### src/rtl/cst_pkg.sv
// shared types, request codes and id helper for the client session table
package cst_pkg;

    localparam int SLOTS_DEF = 8;

    localparam logic [2:0] REQ_ADD      = 3'd0;
    localparam logic [2:0] REQ_REMOVE   = 3'd1;
    localparam logic [2:0] REQ_FIND_KEY = 3'd2;
    localparam logic [2:0] REQ_FIND_NUM = 3'd3;
    localparam logic [2:0] REQ_ALLOC    = 3'd4;
    localparam logic [2:0] REQ_RESET    = 3'd5;

    typedef struct packed {
        logic [2:0]         req_type;
        logic [63:0]        network_key;
        logic signed [15:0] player_num;
        logic [7:0]         red_in;
        logic [7:0]         green_in;
        logic [7:0]         blue_in;
        logic               clear_local_key;
        logic               clear_local_num;
    } t_req;

    typedef struct packed {
        logic               ok;
        logic [5:0]         slot_index;
        logic [63:0]        key_out;
        logic signed [15:0] num_out;
        logic [7:0]         red_out;
        logic [7:0]         green_out;
        logic [7:0]         blue_out;
    } t_res;

    typedef struct packed {
        logic [63:0]        key;
        logic signed [15:0] num;
        logic [23:0]        colour;
    } t_entry;

    // round-robin id step: wrap, then clamp values below one to one
    function automatic logic [15:0] next_id(input logic [15:0] v);
        logic [15:0] c;
        c = v + 16'd1;
        if ($signed(c) < 16'sd1) begin
            c = 16'd1;
        end
        return c;
    endfunction

endpackage

### src/rtl/client_session_table.sv
// client session table: request sequencer over the entry memory
//
// Input channel: an item on i_req is taken at a rising edge with start high and busy low.
// Result channel: every item gives one result on o_res, shown for one cycle while o_done
// is high; there is no backpressure, the receiver takes it in that cycle.
// Work per request type, from the accepting edge to the result cycle:
//   add and unused request types: result in the cycle after (free slot from the valid flags)
//   remove, find by key, find by id: walk up from slot 0 to the first hit or the last slot
//   reset: read-modify-write of slot 0
//   allocate id: one full slot walk per taken id, restarted from slot 0 each time
// Each slot visit is a read of the entry memory (S_READ) followed by a compare (S_CHECK).
// One item is in work at a time; busy is high from the accepting edge until the result
// cycle for the walking requests (add and unused types leave it low), and the next item
// may be given in the result cycle itself.
// Reset (i_rst_n low, synchronous) clears all valid flags, the id counter and the
// memory's written flags, so every entry reads as zero until written; no sweep is run.
module client_session_table #(
    parameter int SLOTS = cst_pkg::SLOTS_DEF
) (
    input  logic          i_clk,
    input  logic          i_rst_n,
    input  logic          start,
    output logic          busy,
    input  cst_pkg::t_req i_req,
    output logic          o_done,
    output cst_pkg::t_res o_res
);
    import cst_pkg::*;

    localparam int             AW   = (SLOTS > 1) ? $clog2(SLOTS) : 1;
    localparam logic [AW-1:0]  LAST = AW'(SLOTS - 1);

    localparam logic [1:0] S_IDLE  = 2'd0;
    localparam logic [1:0] S_READ  = 2'd1;
    localparam logic [1:0] S_CHECK = 2'd2;

    logic [1:0]       r_state, n_state;
    logic [AW-1:0]    r_idx, n_idx;
    logic [SLOTS-1:0] r_valid, n_valid;
    logic [15:0]      r_last, n_last;
    logic [15:0]      r_start_id, n_start_id;
    logic             r_done, n_done;
    t_res             r_res, n_res;
    t_req             r_req, n_req;

    logic             mem_rd_en;
    logic             mem_wr_en;
    logic [AW-1:0]    mem_wr_addr;
    t_entry           mem_wr_data;
    t_entry           mem_rd_data;

    logic             w_free_hit;
    logic [AW-1:0]    w_free_idx;
    logic [15:0]      w_next;
    logic             w_match;
    logic             w_hit;

    cst_mem #(
        .SLOTS (SLOTS),
        .AW    (AW)
    ) u_mem (
        .i_clk     (i_clk),
        .i_rst_n   (i_rst_n),
        .i_rd_en   (mem_rd_en),
        .i_rd_addr (r_idx),
        .o_rd_data (mem_rd_data),
        .i_wr_en   (mem_wr_en),
        .i_wr_addr (mem_wr_addr),
        .i_wr_data (mem_wr_data)
    );

    // lowest free slot
    always_comb begin
        w_free_hit = 1'b0;
        w_free_idx = '0;
        for (int i = SLOTS - 1; i >= 0; i--) begin
            if (!r_valid[i]) begin
                w_free_hit = 1'b1;
                w_free_idx = AW'(i);
            end
        end
    end

    assign w_next = next_id(r_last);

    always_comb begin
        case (r_req.req_type)
            REQ_FIND_NUM: w_match = (mem_rd_data.num == r_req.player_num);
            REQ_ALLOC:    w_match = (mem_rd_data.key == {48'd0, r_last});
            default:      w_match = (mem_rd_data.key == r_req.network_key);
        endcase
    end

    assign w_hit = r_valid[r_idx] && w_match;

    always_comb begin
        n_state     = r_state;
        n_idx       = r_idx;
        n_valid     = r_valid;
        n_last      = r_last;
        n_start_id  = r_start_id;
        n_done      = 1'b0;
        n_res       = r_res;
        n_req       = r_req;
        mem_rd_en   = 1'b0;
        mem_wr_en   = 1'b0;
        mem_wr_addr = r_idx;
        mem_wr_data = mem_rd_data;

        case (r_state)
            S_IDLE: begin
                if (start) begin
                    n_req = i_req;
                    n_idx = '0;
                    n_res = '0;
                    case (i_req.req_type)
                        REQ_ADD: begin
                            n_done = 1'b1;
                            if (w_free_hit) begin
                                mem_wr_en          = 1'b1;
                                mem_wr_addr        = w_free_idx;
                                mem_wr_data.key    = i_req.network_key;
                                mem_wr_data.num    = i_req.player_num;
                                mem_wr_data.colour = {i_req.red_in, i_req.green_in,
                                                      i_req.blue_in};
                                n_valid[w_free_idx] = 1'b1;
                                n_res.ok         = 1'b1;
                                n_res.slot_index = 6'(w_free_idx);
                                n_res.key_out    = i_req.network_key;
                                n_res.num_out    = i_req.player_num;
                                n_res.red_out    = i_req.red_in;
                                n_res.green_out  = i_req.green_in;
                                n_res.blue_out   = i_req.blue_in;
                            end
                        end
                        REQ_REMOVE, REQ_FIND_KEY, REQ_FIND_NUM: begin
                            n_state = S_READ;
                        end
                        REQ_ALLOC: begin
                            n_start_id = r_last;
                            n_last     = w_next;
                            if (w_next == r_last) begin
                                n_done        = 1'b1;
                                n_res.num_out = -16'sd1;
                            end else begin
                                n_state = S_READ;
                            end
                        end
                        REQ_RESET: begin
                            n_valid = SLOTS'(1);
                            n_last  = '0;
                            n_state = S_READ;
                        end
                        default: begin
                            n_done = 1'b1;
                        end
                    endcase
                end
            end
            S_READ: begin
                mem_rd_en = 1'b1;
                n_state   = S_CHECK;
            end
            S_CHECK: begin
                case (r_req.req_type)
                    REQ_RESET: begin
                        mem_wr_en   = 1'b1;
                        mem_wr_addr = '0;
                        if (r_req.clear_local_key) begin
                            mem_wr_data.key = '0;
                        end
                        if (r_req.clear_local_num) begin
                            mem_wr_data.num = '0;
                        end
                        n_res    = '0;
                        n_res.ok = 1'b1;
                        n_done   = 1'b1;
                        n_state  = S_IDLE;
                    end
                    REQ_ALLOC: begin
                        if (w_hit) begin
                            // candidate taken: step the counter and walk again
                            n_last = w_next;
                            n_idx  = '0;
                            if (w_next == r_start_id) begin
                                n_res         = '0;
                                n_res.num_out = -16'sd1;
                                n_done        = 1'b1;
                                n_state       = S_IDLE;
                            end else begin
                                n_state = S_READ;
                            end
                        end else if (r_idx == LAST) begin
                            n_res         = '0;
                            n_res.ok      = 1'b1;
                            n_res.num_out = r_last;
                            n_done        = 1'b1;
                            n_state       = S_IDLE;
                        end else begin
                            n_idx   = r_idx + AW'(1);
                            n_state = S_READ;
                        end
                    end
                    default: begin
                        if (w_hit) begin
                            if (r_req.req_type == REQ_REMOVE) begin
                                n_valid[r_idx] = 1'b0;
                            end
                            n_res.ok         = 1'b1;
                            n_res.slot_index = 6'(r_idx);
                            n_res.key_out    = mem_rd_data.key;
                            n_res.num_out    = mem_rd_data.num;
                            n_res.red_out    = mem_rd_data.colour[23:16];
                            n_res.green_out  = mem_rd_data.colour[15:8];
                            n_res.blue_out   = mem_rd_data.colour[7:0];
                            n_done           = 1'b1;
                            n_state          = S_IDLE;
                        end else if (r_idx == LAST) begin
                            n_res   = '0;
                            n_done  = 1'b1;
                            n_state = S_IDLE;
                        end else begin
                            n_idx   = r_idx + AW'(1);
                            n_state = S_READ;
                        end
                    end
                endcase
            end
            default: begin
                n_state = S_IDLE;
            end
        endcase
    end

    always_ff @(posedge i_clk) begin
        if (!i_rst_n) begin
            r_state <= S_IDLE;
            r_idx   <= '0;
            r_valid <= '0;
            r_last  <= '0;
            r_done  <= 1'b0;
        end else begin
            r_state <= n_state;
            r_idx   <= n_idx;
            r_valid <= n_valid;
            r_last  <= n_last;
            r_done  <= n_done;
        end
    end

    always_ff @(posedge i_clk) begin
        r_req      <= n_req;
        r_res      <= n_res;
        r_start_id <= n_start_id;
    end

    assign busy   = (r_state != S_IDLE);
    assign o_done = r_done;
    assign o_res  = r_res;

endmodule

### src/rtl/cst_mem.sv
// entry memory: one write port, one registered read port, never-written entries read as zero
module cst_mem #(
    parameter int SLOTS = cst_pkg::SLOTS_DEF,
    parameter int AW    = $clog2(cst_pkg::SLOTS_DEF)
) (
    input  logic            i_clk,
    input  logic            i_rst_n,
    input  logic            i_rd_en,
    input  logic [AW-1:0]   i_rd_addr,
    output cst_pkg::t_entry o_rd_data,
    input  logic            i_wr_en,
    input  logic [AW-1:0]   i_wr_addr,
    input  cst_pkg::t_entry i_wr_data
);
    import cst_pkg::*;

    t_entry             r_mem [SLOTS];
    t_entry             r_rd_data;
    logic [SLOTS-1:0]   r_seen;
    logic               r_rd_seen;

    always_ff @(posedge i_clk) begin
        if (i_wr_en) begin
            r_mem[i_wr_addr] <= i_wr_data;
        end
        if (i_rd_en) begin
            r_rd_data <= r_mem[i_rd_addr];
        end
    end

    // written flags stand in for the all-zero power-on contents
    always_ff @(posedge i_clk) begin
        if (!i_rst_n) begin
            r_seen    <= '0;
            r_rd_seen <= 1'b0;
        end else begin
            if (i_wr_en) begin
                r_seen[i_wr_addr] <= 1'b1;
            end
            if (i_rd_en) begin
                r_rd_seen <= r_seen[i_rd_addr];
            end
        end
    end

    assign o_rd_data = r_rd_seen ? r_rd_data : '0;

endmodule

### config.mk
export PLATFORM = sky130hd
export DESIGN_NAME = client_session_table
export DESIGN_NICKNAME = d
export VERILOG_FILES = /design/src/rtl/cst_pkg.sv /design/src/rtl/client_session_table.sv /design/src/rtl/cst_mem.sv
export SDC_FILE = /design/constraint.sdc
export NUM_CORES = 1
export LEC_CHECK = 0
export ABC_AREA = 0
export BUFFER_PORTS_ARGS = -buffer_cell sky130_fd_sc_hd__buf_2
export CAP_MARGIN = 10
export CORE_MARGIN = 2
export CORE_UTILIZATION = 35
export DETAILED_ROUTE_END_ITERATION = 16
export SYNTH_ARGS = -nofsm -noshare
export SYNTH_HDL_FRONTEND = slang
export SYNTH_SLANG_ARGS = --single-unit
### constraint.sdc
create_clock -name i_clk -period 13.6 [get_ports i_clk]
set_input_delay 3.4 -clock i_clk [delete_from_list [all_inputs] [get_ports i_clk]]
set_output_delay 3.4 -clock i_clk [all_outputs]
set_load 0.005 [all_outputs]
==> metrics <==
outcome=complete, no violations; Worst Setup SP=i_req[106]; crit path launch type=primary input; max-cap viol count=0; Seq/Total Area, Yosys=74.89%; largest net degree at the start of global routing=106; hold_sp=u_mem.r_seen[6]$_SDFFE_PN0P_; Via Count=29786; DP Worst Slack=6.115 ns; Leak=17.09 nW; Sink Count=1184; worst-margin pin slew=1.149 ns; Synth top area share=73.23%; crit path DAT=7.04 ns; crit path kind=in -> reg; final clock skew=0.04551 ns; Core Area=133300 µm²; die outline height=370.3 µm; Root Driver=clkbuf_16; GRT overflow=0; PortBufs=221; fraction of registers with async set/reset=0%; number of distinct library cells after synthesis=87; H-tree levels=3; CTS resizes=0; critical path fanouts, max=105; CTS tree=yes; drt wl/cell=26.60 µm; synthesized area=46950 µm²; final setup fails=0; Hold Vio Cnt, Final=0; YS warnings=0; Hold Buf Count CTS=0; PD cells=143.1 nW/µm²; ys flop type=edfxtp_1; Yosys top cell by area=edfxtp_1; Placement Cell Area=50050 µm²; all-layer global routing usage=19.32%; routed wire length=136500 µm; antenna-violating nets left=0; DRT Pass-1 Iters=6; fin area=53710 µm²; DR iter-0 viols=3292; HP Class=reg -> reg; Relative slew margins=23.43%; Mean Syn Cell Area=15.22 µm²; Die ar.=137100 µm²; Post-Synthesis Cells=3085; Die W=370.3 µm; initial antenna violation count=12; Worst Setup Slack, final=6.901 ns; synthesized flop and latch total=1184; Critical R2R Launch=r_last[3]$_SDFFE_PN0P_; share of layout cells above drive strength 1=14.74%; placer's final routability congestion estimate=0.8952; WP data required=13.94 ns; top post-synthesis cells by area=edfxtp_1 73%, a22oi_1 6.7%, a22o_1 2.1%; num ports=225; clk_lat worst skew=0.75 ns; Final min period=6.699 ns; fill count=12084; first-pass GRT wire length=197000 µm; clock slew at reported path FFs=0.06 ns; starting density of the core=35.22%; total CTS buffers=113; Rows=134; DP HPWL=78320 µm; Via density=5.806; period utilization=49.26%; Clock Path Buffers=3; Post-synth EDFFs=1145; Post-CTS Setup Bufs=0; Pins Over Slew Limit=0; max frequency=149.3 MHz; RSZ-0062 raised after global routing=no; Layout area overhead=14.40%; vias in the first global route=28613; Max rail drop VDD=111.4 µV; CP endpoint kind=flop; Nets=3386; DRC viols=0
[stage by stage]
step	utilization [%]	TNS (ns)	hold WS (ns)	power, W	std cells
after CTS	40.29	0	0.4681	0.007726	5127
after detailed placement	37.55	0	0.4533	0.004615	4924
after floorplan	-	-1.260	0.4064	0.004429	3087
after global placement	37.55	0	0.4469	0.004610	4924
final	40.30	0	0.4668	0.007686	5130
after global routing	40.29	0	0.4918	0.007902	5129
[kinds of logic after synthesis]
kind of cell             Yosys count  synth area share (%)
XOR/XNOR                          45                0.8394
multiplexers                      22                0.5250
buffers and inverters            239                 2.079
AO/OA/AOI/OAI                    940                 14.26
AND/OR/NAND/NOR                  651                 7.318
other                              1              0.007987
adder cells (fa/ha/maj)            3               0.07996
flip-flops                      1184                 74.89
[final cells by class]
type | count | area (µm²) | area share, %
Clock inverter | 74 | 749.5 | 1.395
Inverter | 31 | 118.9 | 0.2213
Multi-Input combinational cell | 1664 | 10980 | 20.45
Clock buffer | 129 | 2909 | 5.416
Tap cell | 1768 | 2212 | 4.119
Antenna cell | 3 | 7.507 | 0.01398
Timing Repair Buffer | 277 | 1564 | 2.912
Sequential cell | 1184 | 35170 | 65.47
[critical path: stages]
cell,delay (ns)
buf_2,0.17
nor4_2,0.27
buf_4,0.30
and2_4,0.67
buf_4,0.98
a32oi_1,0.30
nor2_4,0.19
buf_12,0.61
[power by group]
part | switching, W | total, W | internal, W | leakage [nW]
combinational | 0.000275 | 0.000393 | 0.000118 | 4.35
clock | 0.00137 | 0.00314 | 0.00178 | 1.79
sequential | 0.0000577 | 0.00415 | 0.00409 | 10.9
[cells in the mapped netlist (30+ instances only)]
master and number:
inv_1 30, a22oi_1 422, clkbuf_1 161, xnor2_1 37
a22o_1 114, nor2_1 84, dfxtp_1 39, edfxtp_1 1145
nand2_1 214, o21ai_0 166, a21oi_1 67, nand3_1 32
nand4_1 127
[state kept, by name, summed over array words and instances, names as in the netlist]
signal           count
u_mem.r_rd_data    104
r_state              2
r_req               85
o_done               1
u_mem.r_mem        832
u_mem.r_rd_seen      1
r_start_id          16
r_last              16
r_valid              8
o_res              108
u_mem.r_seen         8
r_idx                3
[worst paths after layout]
kind | to | slack [ns] | cells past startpoint
worst max-delay path | u_mem.r_mem[0][73]$_DFFE_PP_ | 6.90 | 8
worst min-delay path | u_mem.r_seen[6]$_SDFFE_PN0P_ | 0.47 | 1
worst max register to register | o_res[70]$_DFFE_PP_ | 6.93 | 16
worst min register to register | u_mem.r_seen[6]$_SDFFE_PN0P_ | 0.47 | 1
[layer usage]
| metal | vias to the layer above | routed length (µm) | GRT usage [%] |
|---|---|---|---|
| met5 | - | 80 | 0 |
| met3 | 259 | 10910 | 3.676 |
| met4 | 12 | 5200 | 7.513 |
| met1 | 15242 | 56000 | 26.06 |
| met2 | 1383 | 64290 | 30.86 |
| li1 | 12890 | - | - |
[layout by cell type (no fill, tap or decap), types with 32 or more instances in the layout]
master,n
a22o_1,114
dfxtp_1,38
nor2_1,80
a21oi_1,67
clkbuf_16,114
nand2_1,214
buf_4,53
nand4_1,127
xnor2_1,37
buf_2,221
nand3_1,32
o21ai_0,165
edfxtp_1,1145
a22oi_1,422
Note: power is estimated with default switching activity, not from simulation.
